## config.mk

```make
export PLATFORM = sky130hd
export DESIGN_NAME = binary_to_decimal_ascii
export DESIGN_NICKNAME = d
export VERILOG_FILES = /design/src/hdl/b2d_pkg.sv /design/src/hdl/binary_to_decimal_ascii.sv /design/src/hdl/b2d_digit.sv /design/src/hdl/b2d_conv.sv /design/src/hdl/b2d_emit.sv
export SDC_FILE = /design/constraint.sdc
export NUM_CORES = 1
export LEC_CHECK = 0
export CAP_MARGIN = 15
export CELL_PAD_IN_SITES_DETAIL_PLACEMENT = 0
export CELL_PAD_IN_SITES_GLOBAL_PLACEMENT = 2
export CORE_ASPECT_RATIO = 1.1
export CORE_UTILIZATION = 35
export DETAILED_ROUTE_END_ITERATION = 8
export DONT_BUFFER_PORTS = 1
export GPL_TIMING_DRIVEN = 0
export PLACE_DENSITY_LB_ADDON = 0.1
export SYNTH_ARGS = -nofsm -noshare
export SYNTH_HDL_FRONTEND = slang
export SYNTH_SLANG_ARGS = --single-unit
export TNS_END_PERCENT = 50
```

## constraint.sdc

```tcl
create_clock -name clk_i -period 10.4 [get_ports clk_i]
set_input_delay 0.52 -clock clk_i [delete_from_list [all_inputs] [get_ports clk_i]]
set_output_delay 0.52 -clock clk_i [all_outputs]
set_load 0.1 [all_outputs]
```

## src/hdl/b2d_pkg.sv

```systemverilog
// ----------------------------------------------------------------------------
// b2d_pkg
// Shared widths and types for the binary to decimal ASCII converter.
// ----------------------------------------------------------------------------
`default_nettype none

package b2d_pkg;

  localparam int unsigned VALUE_W = 64;
  localparam int unsigned CNT_W   = $clog2(VALUE_W);
  localparam int unsigned DIGIT_W = 4;
  localparam int unsigned CHAR_W  = 6;

  // ASCII '0' is 6'h30, so a digit character is the digit with the top two bits set
  localparam logic [1:0] CHAR_ZERO_HI = 2'b11;

  localparam logic [DIGIT_W-1:0] ADJ_LIMIT = 4'd5;
  localparam logic [DIGIT_W-1:0] ADJ_ADD   = 4'd3;

  // handoff from the converter to the emitter
  typedef struct packed {
    logic valid;
    logic ovf;
  } handoff_t;

endpackage

`default_nettype wire

```

## src/hdl/binary_to_decimal_ascii.sv

```systemverilog
// ----------------------------------------------------------------------------
// binary_to_decimal_ascii
// Unsigned 64-bit binary to a fixed run of ASCII decimal digits.
// ----------------------------------------------------------------------------
// Each input beat carries a 64-bit value; the block answers with NUM_DIGITS
// output beats, one ASCII digit each, most significant first, zero padded.
// last_digit_o marks the final beat; overflow_o is set on every beat of a run
// whose value does not fit, and the run then holds the low NUM_DIGITS digits.
// Conversion is bit-serial double-dabble, one input bit per cycle; in_stall_o
// goes high once an item is accepted and stays high while its bits shift in
// and until the output register takes the result. The NUM_DIGITS output
// beats drain from their own shift register while the next value converts,
// so a new value can be taken before the digits of the last one have all
// been sent, as long as the sink keeps up.
`default_nettype none

module binary_to_decimal_ascii
  import b2d_pkg::*;
#(
  parameter int unsigned NUM_DIGITS = 19
) (
  input  wire logic                 clk_i,
  input  wire logic                 rst_ni,
  input  wire logic                 in_valid_i,
  output logic                      in_stall_o,
  input  wire logic [VALUE_W-1:0]   value_i,
  output logic                      out_valid_o,
  input  wire logic                 out_stall_i,
  output logic [CHAR_W-1:0]         digit_char_o,
  output logic                      last_digit_o,
  output logic                      overflow_o
);

  handoff_t                          hand;
  logic                              take;
  logic [NUM_DIGITS*DIGIT_W-1:0]     bcd;

  b2d_conv #(
    .NUM_DIGITS (NUM_DIGITS)
  ) u_conv (
    .clk_i      (clk_i),
    .rst_ni     (rst_ni),
    .in_valid_i (in_valid_i),
    .in_stall_o (in_stall_o),
    .value_i    (value_i),
    .take_i     (take),
    .hand_o     (hand),
    .bcd_o      (bcd)
  );

  b2d_emit #(
    .NUM_DIGITS (NUM_DIGITS)
  ) u_emit (
    .clk_i        (clk_i),
    .rst_ni       (rst_ni),
    .hand_i       (hand),
    .bcd_i        (bcd),
    .take_o       (take),
    .out_valid_o  (out_valid_o),
    .out_stall_i  (out_stall_i),
    .digit_char_o (digit_char_o),
    .last_digit_o (last_digit_o),
    .overflow_o   (overflow_o)
  );

endmodule

`default_nettype wire

```

## src/hdl/b2d_digit.sv

```systemverilog
// ----------------------------------------------------------------------------
// b2d_digit
// One BCD digit of the double-dabble chain: add-3 adjust, then shift in a bit.
// ----------------------------------------------------------------------------
`default_nettype none

module b2d_digit
  import b2d_pkg::*;
(
  input  wire logic               clk_i,
  input  wire logic               clear_i,
  input  wire logic               shift_i,
  input  wire logic               carry_i,
  output logic                    carry_o,
  output logic [DIGIT_W-1:0]      digit_o
);

  logic [DIGIT_W-1:0] digit_q, digit_d;
  logic [DIGIT_W-1:0] adj;

  always_comb begin
    adj = (digit_q >= ADJ_LIMIT) ? digit_q + ADJ_ADD : digit_q;
    carry_o = adj[DIGIT_W-1];
    digit_d = digit_q;
    if (clear_i) begin
      digit_d = '0;
    end else if (shift_i) begin
      digit_d = {adj[DIGIT_W-2:0], carry_i};
    end
  end

  always_ff @(posedge clk_i) begin
    digit_q <= digit_d;
  end

  assign digit_o = digit_q;

endmodule

`default_nettype wire

```

## src/hdl/b2d_conv.sv

```systemverilog
// ----------------------------------------------------------------------------
// b2d_conv
// Bit-serial double-dabble: one input bit per cycle into a row of BCD cells.
// ----------------------------------------------------------------------------
`default_nettype none

module b2d_conv
  import b2d_pkg::*;
#(
  parameter int unsigned NUM_DIGITS = 19
) (
  input  wire logic                          clk_i,
  input  wire logic                          rst_ni,
  input  wire logic                          in_valid_i,
  output logic                               in_stall_o,
  input  wire logic [VALUE_W-1:0]            value_i,
  input  wire logic                          take_i,
  output handoff_t                           hand_o,
  output logic [NUM_DIGITS*DIGIT_W-1:0]      bcd_o
);

  logic               busy_q, busy_d;
  logic               done_q, done_d;
  logic               ovf_q, ovf_d;
  logic [CNT_W-1:0]   cnt_q, cnt_d;
  logic [VALUE_W-1:0] sreg_q, sreg_d;
  logic               accept;
  logic [NUM_DIGITS:0] carry;

  assign in_stall_o = busy_q | done_q;
  assign accept     = in_valid_i & ~in_stall_o;

  // lowest cell takes the next input bit, MSB first
  assign carry[0] = sreg_q[VALUE_W-1];

  for (genvar i = 0; i < NUM_DIGITS; i++) begin : g_cell
    b2d_digit u_digit (
      .clk_i   (clk_i),
      .clear_i (accept),
      .shift_i (busy_q),
      .carry_i (carry[i]),
      .carry_o (carry[i+1]),
      .digit_o (bcd_o[i*DIGIT_W +: DIGIT_W])
    );
  end

  always_comb begin
    busy_d = busy_q;
    done_d = done_q;
    ovf_d  = ovf_q;
    cnt_d  = cnt_q;
    sreg_d = sreg_q;
    if (accept) begin
      busy_d = 1'b1;
      ovf_d  = 1'b0;
      cnt_d  = '0;
      sreg_d = value_i;
    end else if (busy_q) begin
      sreg_d = {sreg_q[VALUE_W-2:0], 1'b0};
      // carry out of the top digit means the value is at least 10^NUM_DIGITS
      ovf_d  = ovf_q | carry[NUM_DIGITS];
      cnt_d  = cnt_q + 1'b1;
      if (cnt_q == CNT_W'(VALUE_W - 1)) begin
        busy_d = 1'b0;
        done_d = 1'b1;
      end
    end else if (done_q && take_i) begin
      done_d = 1'b0;
    end
  end

  always_ff @(posedge clk_i or negedge rst_ni) begin
    if (!rst_ni) begin
      busy_q <= 1'b0;
      done_q <= 1'b0;
      cnt_q  <= '0;
    end else begin
      busy_q <= busy_d;
      done_q <= done_d;
      cnt_q  <= cnt_d;
    end
  end

  always_ff @(posedge clk_i) begin
    ovf_q  <= ovf_d;
    sreg_q <= sreg_d;
  end

  assign hand_o.valid = done_q;
  assign hand_o.ovf   = ovf_q;

endmodule

`default_nettype wire

```

## src/hdl/b2d_emit.sv

```systemverilog
// ----------------------------------------------------------------------------
// b2d_emit
// Output shift register: sends the BCD digits as ASCII, one beat per digit.
// ----------------------------------------------------------------------------
`default_nettype none

module b2d_emit
  import b2d_pkg::*;
#(
  parameter int unsigned NUM_DIGITS = 19
) (
  input  wire logic                          clk_i,
  input  wire logic                          rst_ni,
  input  wire handoff_t                      hand_i,
  input  wire logic [NUM_DIGITS*DIGIT_W-1:0] bcd_i,
  output logic                               take_o,
  output logic                               out_valid_o,
  input  wire logic                          out_stall_i,
  output logic [CHAR_W-1:0]                  digit_char_o,
  output logic                               last_digit_o,
  output logic                               overflow_o
);

  localparam int unsigned IDX_W = (NUM_DIGITS > 1) ? $clog2(NUM_DIGITS) : 1;
  localparam int unsigned BCD_W = NUM_DIGITS * DIGIT_W;

  logic             valid_q, valid_d;
  logic [IDX_W-1:0] cnt_q, cnt_d;
  logic [BCD_W-1:0] digits_q, digits_d;
  logic             ovf_q, ovf_d;
  logic             beat, last;

  assign last   = (cnt_q == '0);
  assign beat   = valid_q & ~out_stall_i;
  assign take_o = hand_i.valid & (~valid_q | (beat & last));

  always_comb begin
    valid_d  = valid_q;
    cnt_d    = cnt_q;
    digits_d = digits_q;
    ovf_d    = ovf_q;
    if (take_o) begin
      valid_d  = 1'b1;
      cnt_d    = IDX_W'(NUM_DIGITS - 1);
      digits_d = bcd_i;
      ovf_d    = hand_i.ovf;
    end else if (beat) begin
      if (last) begin
        valid_d = 1'b0;
      end else begin
        cnt_d    = cnt_q - 1'b1;
        digits_d = digits_q << DIGIT_W;
      end
    end
  end

  always_ff @(posedge clk_i or negedge rst_ni) begin
    if (!rst_ni) begin
      valid_q <= 1'b0;
      cnt_q   <= '0;
    end else begin
      valid_q <= valid_d;
      cnt_q   <= cnt_d;
    end
  end

  always_ff @(posedge clk_i) begin
    digits_q <= digits_d;
    ovf_q    <= ovf_d;
  end

  assign out_valid_o  = valid_q;
  assign digit_char_o = {CHAR_ZERO_HI, digits_q[BCD_W-1 -: DIGIT_W]};
  assign last_digit_o = last;
  assign overflow_o   = ovf_q;

endmodule

`default_nettype wire

```

# ---- After elaboration in Yosys (flattened, before gate mapping)
# Cells that the tools add are included.
dict set report totals {
  regBits 232
  inputBits 68
  out_inout_bits 10
  elab_cells 129
}
dict set report classes {
  n_addsub 21
  order_cmp 19
  eq_ne 3
  n_mux 38
  bitwise_logic 11
  reduce_logical 9
}
# operator n
set op_table {}
lappend op_table {{two-way mux 76 bit} 3}
lappend op_table {{two-way mux 64 bit} 2}
lappend op_table {{adder 4 x 2 -> 4 bit, second input constant} 19}
lappend op_table {{>= comparator 4 x 3 -> 1 bit, second input constant} 19}
lappend op_table {{two-way mux 4 bit} 19}
lappend op_table {{two-way mux 5 bit} 3}
lappend op_table {{two-way mux 6 bit} 2}
lappend op_table {{two-way mux 1 bit} 9}
lappend op_table {{nonzero test 2 bit} 4}
lappend op_table {{adder 6 x 1 -> 6 bit, second input constant} 1}
lappend op_table {{equality test 6 bit, second input constant} 1}
lappend op_table {{zero test 5 bit} 1}
lappend op_table {{subtractor 5 x 1 -> 5 bit, second input constant} 1}
lappend op_table {{bitwise AND 1 bit} 4}
lappend op_table {{!= test 2 bit, second input constant} 2}
lappend op_table {{inverter 1 bit} 4}
lappend op_table {{AND reduction 2 bit} 2}
lappend op_table {{OR 1 bit} 3}
lappend op_table {{AND reduction 3 bit} 1}
lappend op_table {{logical AND 1 bit} 1}

# ---- Longest topological paths before layout
dict set report logic_depth {
  word_depth 8
  depth_mapped 7
  ltp_nobuf 6
}

# ---- By module
# From an unflattened synthesis, not the netlist that was laid out.
dict set report unflattened {
  cells_unflattened 1229
  hier_area_um2 13121.3
}
# mod n_inst cells_per_inst area_per_inst_um2 seq_area_each_um2
set by_module_without_submodules {}
lappend by_module_without_submodules {b2d_digit 19 31 260.2 80.1}
lappend by_module_without_submodules {b2d_emit 1 460 4838.4 2462.4}
lappend by_module_without_submodules {b2d_conv 1 180 3338.2 2142.1}

# ---- Worst setup path before layout
# No wires, ideal clock.
dict set report synth_path {
  path_type {register to register}
  from {reg u_emit.cnt_q[0]}
  to {reg u_emit.digits_q[0] (enable)}
  setup_ns 0.774
  t_arrival_ns 5.477
  required_time_ns 9.626
  path_slack_ns 4.149
  stages_incl_launch_ff 7
  path_buffers 1
  synth_period_minus_slack_ns 6.251
  cell_sequence {dfrtp_1 -> inv_1 -> ha_1 -> nor4b_1 -> or3b_1 -> buf_2 -> nand2b_1}
}
dict set report synth_between {
  elab_chain_cells 6
  elab_cells_between_ends 7
  cone_classes {eq/ne (1); bitwise (3); reduce/logical (3)}
}
# item line
set synth_lines {}
lappend synth_lines {{start, declared} b2d_emit.sv:28} ;# logic [IDX_W-1:0] cnt_q, cnt_d;
lappend synth_lines {{start signal, assigned} b2d_emit.sv:63} ;# cnt_q <= cnt_d;
lappend synth_lines {{zero test 5 bit (*)} b2d_emit.sv:33} ;# assign last = (cnt_q == '0);
lappend synth_lines {{via last_digit_o} binary_to_decimal_ascii.sv:30} ;# output logic last_digit_o,
lappend synth_lines {{bitwise AND 1 bit} b2d_emit.sv:35} ;# assign take_o = hand_i.valid & (~valid_q | (beat & last));
lappend synth_lines {{OR 1 bit} b2d_emit.sv:35}
lappend synth_lines {{bitwise AND 1 bit} b2d_emit.sv:35}
lappend synth_lines {{!= test 2 bit (no line) / nonzero test 2 bit (equally long branches)} --}
lappend synth_lines {{AND reduction 2 bit (no line) (*)} --}
lappend synth_lines {{end signal, assigned} b2d_emit.sv:68} ;# digits_q <= digits_d;
lappend synth_lines {{end, declared} b2d_emit.sv:29} ;# logic [BCD_W-1:0] digits_q, digits_d;
# The timed path passes the listed nets; every way through them passes the cells marked *.
# A chain may end at the register's enable or synchronous reset.

# ---- Final worst setup path
dict set report layout_path {
  from {reg u_emit.cnt_q[0]}
  to {reg u_emit.digits_q[26] (enable)}
}
dict set report layout_between {
  elab_chain_cells 6
  elab_cells_between_ends 7
  cone_classes {eq/ne (1); bitwise (3); reduce/logical (3)}
}
# item line
set layout_lines {}
lappend layout_lines {{zero test 5 bit (*)} b2d_emit.sv:33}
lappend layout_lines {{bitwise AND 1 bit (*)} b2d_emit.sv:35}
lappend layout_lines {{OR 1 bit (*)} b2d_emit.sv:35}
lappend layout_lines {{bitwise AND 1 bit (*)} b2d_emit.sv:35}
lappend layout_lines {{via take} binary_to_decimal_ascii.sv:35} ;# logic take;
lappend layout_lines {{!= test 2 bit (no line) / nonzero test 2 bit (equally long branches)} --}
lappend layout_lines {{AND reduction 2 bit (no line) (*)} --}
# Marks and branches as above.

==> results.md <==
* Max Slew Vio Count at 0
* Filler cell count in the final layout at 3,159
* Instance count of the mapped netlist at 1,033
* Most common cell in the synthesized netlist: sky130_fd_sc_hd__nand2_1
* Start point of the worst hold path: value_i[44]
* TritonCTS Buffers at 28
* Gp weighted congestion at 0.732
* Arr. time, crit path at 3.25 ns
* Antenna diode count at 0
* CTS Hold Buffers Added at 1
* Port bufs at 0
* Clock Sink Count at 232
* Final min period at 3.02 ns
* Average vias per placed instance at 4.84
* Worst relative slew slack at 0.307
* Number of endpoints with negative hold slack in the final report at 0
* Fin worst setup slack at 7.38 ns
* Number of buffer and inverter instances along the worst setup path at 3
* Max Clock Skew at 0.0112 ns
* Worst Setup Start Kind: register
* Path type of the worst setup path: reg -> reg
* Endpoint class of the critical path: register
* Number of distinct library cell variants in the gate-level netlist after synthesis at 42
* Overall global routing resource usage at 0.170
* Setup slack at placement at 7.29 ns
* Share of async-settable or async-resettable flops after synthesis at 0.0603
* # H-tree levels at 1
* Clock slew at the register clock pins of the worst setup and hold paths at 0.06 ns
* Achievable Freq at 0.331 GHz
* Clock Root Buffer: sky130_fd_sc_hd__clkbuf_16
* Core area at 31,500 µm²
* Total non-filler cell area in the finished layout at 12,700 µm²
* Max Buffers Root-to-Sink at 3
* Leading cell types by total area after synthesis: sky130_fd_sc_hd__edfxtp_1 (38%), sky130_fd_sc_hd__dfxtp_1 (14%), sky130_fd_sc_hd__mux2_4 (9.3%)
* Power density of the placed cells at 315 nW/µm²
* Unrepaired setup endpoints after global routing: no
* Critical Path Slowest Stage Cell: sky130_fd_sc_hd__nand2b_4
* CP Max Fanout at 41
* Register-to-register setup slack at 7.38 ns
* Number of cell instances on the worst register-to-register path at 8
* Worst R2R End: u_emit.digits_q[26]
* Placement Cell Area at 11,800 µm²
* Sum of routed wire length over all layers at 27,500 µm
* TritonCTS clock tree: done
* Global-route wire length before repair at 43,200 µm
* Maximum resistive drop on vdd at 0.000121 V
* Worst Hold Slack at 0.148 ns
* Chain of cells forming the critical path: inv_1 -> ha_1 -> nor2b_2 -> nand3b_4 -> o21ai_4 -> buf_6 -> nand2b_4 -> buf_12
* Sum of negative setup slack at 0 ns
* Share of final-layout standard cells stronger than drive strength 1 at 0.135
* Fraction of the yosys area taken by sequential cells at 0.545
* Die H at 190 µm
* Library cell with the largest summed area after synthesis: sky130_fd_sc_hd__edfxtp_1
* Area delta synth->final at 13.1%
* Delay-heaviest family, CP: simple AND/OR/NAND/NOR gates
* Final worst path period share at 0.291
* Total Die Area at 32,800 µm²
* Hold WC Path Type: in -> reg
* First drt pass iteration count at 5
* Number of nets with antenna violations after routing at 0
* Share of the synthesized area in the top cell type at 0.377
* EDFF count, synth at 141
* Post-CTS Setup Repair Bufs at 0
* Final count of negative-setup-slack endpoints at 0
* Vias in the first global route at 7,403
* Pin count of the biggest net entering global routing at 65
* Leading cell types by count after synthesis: sky130_fd_sc_hd__nand2_1 (260), sky130_fd_sc_hd__edfxtp_1 (141), sky130_fd_sc_hd__dfxtp_1 (77)
* Actual slew at the worst max-slew pin at 1.04 ns
* Via count at 7,310
* Max incr delay on CP at 0.54 ns
* Endpoint with the worst hold slack: u_conv.sreg_q[44]
* Overall power at 0.00400 W
* WL per Instance at 18.2 µm
* Average cell area after synthesis at 10.9 µm²
* Flip-flop cell with the highest count after synthesis: sky130_fd_sc_hd__edfxtp_1
* Top-level port count at 78
* Initial core utilization at 0.357
* Violation count after the first detailed-routing iteration at 354
* Register bit count reported by yosys at 232
* Remaining design rule violation count at 0
* Mapped cell area at 11,200 µm²
* Outcome: finished clean
* Number of stages on the worst hold path at 2
* Static power due to leakage at 5.26 nW
* Clock latency of the later-clocked register in the worst-skew pair at 0.54 ns
* NumNets Final at 1,175
* Row count at 68
* Total of warnings raised by yosys at 0
* CP Data Required Time at 10.62 ns
* Max_cap viols at 0
* GR Overflow Total at 0
* Chip width at 173 µm
* Cells resized by post-CTS repair at 0
* Initial antenna violation count at 0
* DP HPWL at 17,800 µm
* FF-to-FF Start: u_emit.cnt_q[0]
[stage by stage]
step / instances / util
after detailed placement: 1456 / 0.376
after floorplan: 1034 / -
final: 1509 / 0.404
after global routing: 1509 / 0.404
after global placement: 1454 / 0.374
after CTS: 1509 / 0.404
[kinds of logic after synthesis]
| kind of cell | after synthesis | synth area share |
|---|---|---|
| fa+ha+maj | 40 | 0.0445 |
| other cells | 1 | 0.000334 |
| xor+xnor | 27 | 0.0210 |
| buf+inv | 99 | 0.0444 |
| compound gates | 158 | 0.0867 |
| simple gates | 400 | 0.159 |
| flops | 232 | 0.545 |
| mux | 76 | 0.0991 |
[cell type report]
type,count,area (µm²),area share
multi-input cells,703,4640,0.365
clock buffers,41,781,0.0614
plain buffers,57,342,0.0269
flip-flops and latches,232,6130,0.482
repair buffers,3,45.0,0.00354
clock inverters,11,98.8,0.00777
well taps,420,526,0.0413
inverters,42,158,0.0124
[worst register-to-register path, delay by kind of cell (launching register included)]
kind / cells / cell delay (ns)
flops: 1 / 0.39
buf+inv: 3 / 0.68
simple gates: 3 / 0.92
compound gates: 1 / 0.52
fa+ha+maj: 1 / 0.16
[cell usage in the layout (no fill, tap or decap), types with 3 or more instances in the layout]
master / Yosys / routed
sky130_fd_sc_hd__o31ai_1: 19 / 19
sky130_fd_sc_hd__clkbuf_16: 0 / 29
sky130_fd_sc_hd__edfxtp_1: 141 / 141
sky130_fd_sc_hd__nand2_1: 260 / 260
sky130_fd_sc_hd__clkinv_1: 0 / 5
sky130_fd_sc_hd__nor2_1: 10 / 10
sky130_fd_sc_hd__dfrtp_1: 14 / 14
sky130_fd_sc_hd__a21oi_1: 20 / 20
sky130_fd_sc_hd__mux2i_1: 4 / 4
sky130_fd_sc_hd__o21ai_0: 59 / 59
sky130_fd_sc_hd__buf_4: 6 / 6
sky130_fd_sc_hd__or3_1: 17 / 17
sky130_fd_sc_hd__o22ai_1: 19 / 19
sky130_fd_sc_hd__and2_1: 23 / 23
sky130_fd_sc_hd__xor2_1: 3 / 3
sky130_fd_sc_hd__mux2_4: 70 / 70
sky130_fd_sc_hd__buf_8: 7 / 8
sky130_fd_sc_hd__dfxtp_1: 77 / 77
sky130_fd_sc_hd__inv_1: 42 / 42
sky130_fd_sc_hd__nand2b_1: 22 / 20
sky130_fd_sc_hd__o211ai_1: 17 / 17
sky130_fd_sc_hd__clkinv_2: 0 / 4
sky130_fd_sc_hd__nand3_1: 57 / 57
sky130_fd_sc_hd__clkbuf_1: 27 / 38
sky130_fd_sc_hd__a21o_1: 19 / 19
sky130_fd_sc_hd__buf_2: 15 / 15
sky130_fd_sc_hd__xnor2_1: 24 / 24
sky130_fd_sc_hd__ha_1: 40 / 40
[layer usage]
metal / up-vias / GRT usage / routed length [µm]
li1: 3655 / - / -
met1: 3485 / 0.232 / 13300
met2: 138 / 0.278 / 12500
met3: 32 / 0.0294 / 1250
met4: 0 / 0.0442 / 510
met5: - / 0 / 0
[worst max path at each step]
stage / startpoint / to / depth (start not counted)
after floorplan: u_emit.cnt_q[0] / u_emit.digits_q[0] / 6
after global placement: u_emit.cnt_q[0] / u_emit.digits_q[34] / 6
after detailed placement: u_emit.cnt_q[0] / u_emit.digits_q[34] / 8
after CTS: u_emit.cnt_q[0] / u_emit.digits_q[36] / 8
after global routing: u_emit.cnt_q[0] / u_emit.digits_q[35] / 8
final: u_emit.cnt_q[0] / u_emit.digits_q[26] / 8
[state kept, by name, indices dropped and copies added, names as in the netlist]
name,cells
u_conv.busy_q,1
u_conv.cnt_q,6
u_conv.done_q,1
u_conv.g_cell.u_digit.digit_o,76
u_conv.ovf_q,1
u_conv.sreg_q,64
u_emit.cnt_q,5
u_emit.digits_q,76
u_emit.out_valid_o,1
u_emit.overflow_o,1
[power by group]
group	switching, W	internal, W	leakage [nW]
combinational	0.000775	0.000585	2.63
sequential	0.000265	0.00143	2.21
clock	0.000384	0.000566	0.429
Note: power is estimated with default switching activity, not from simulation.
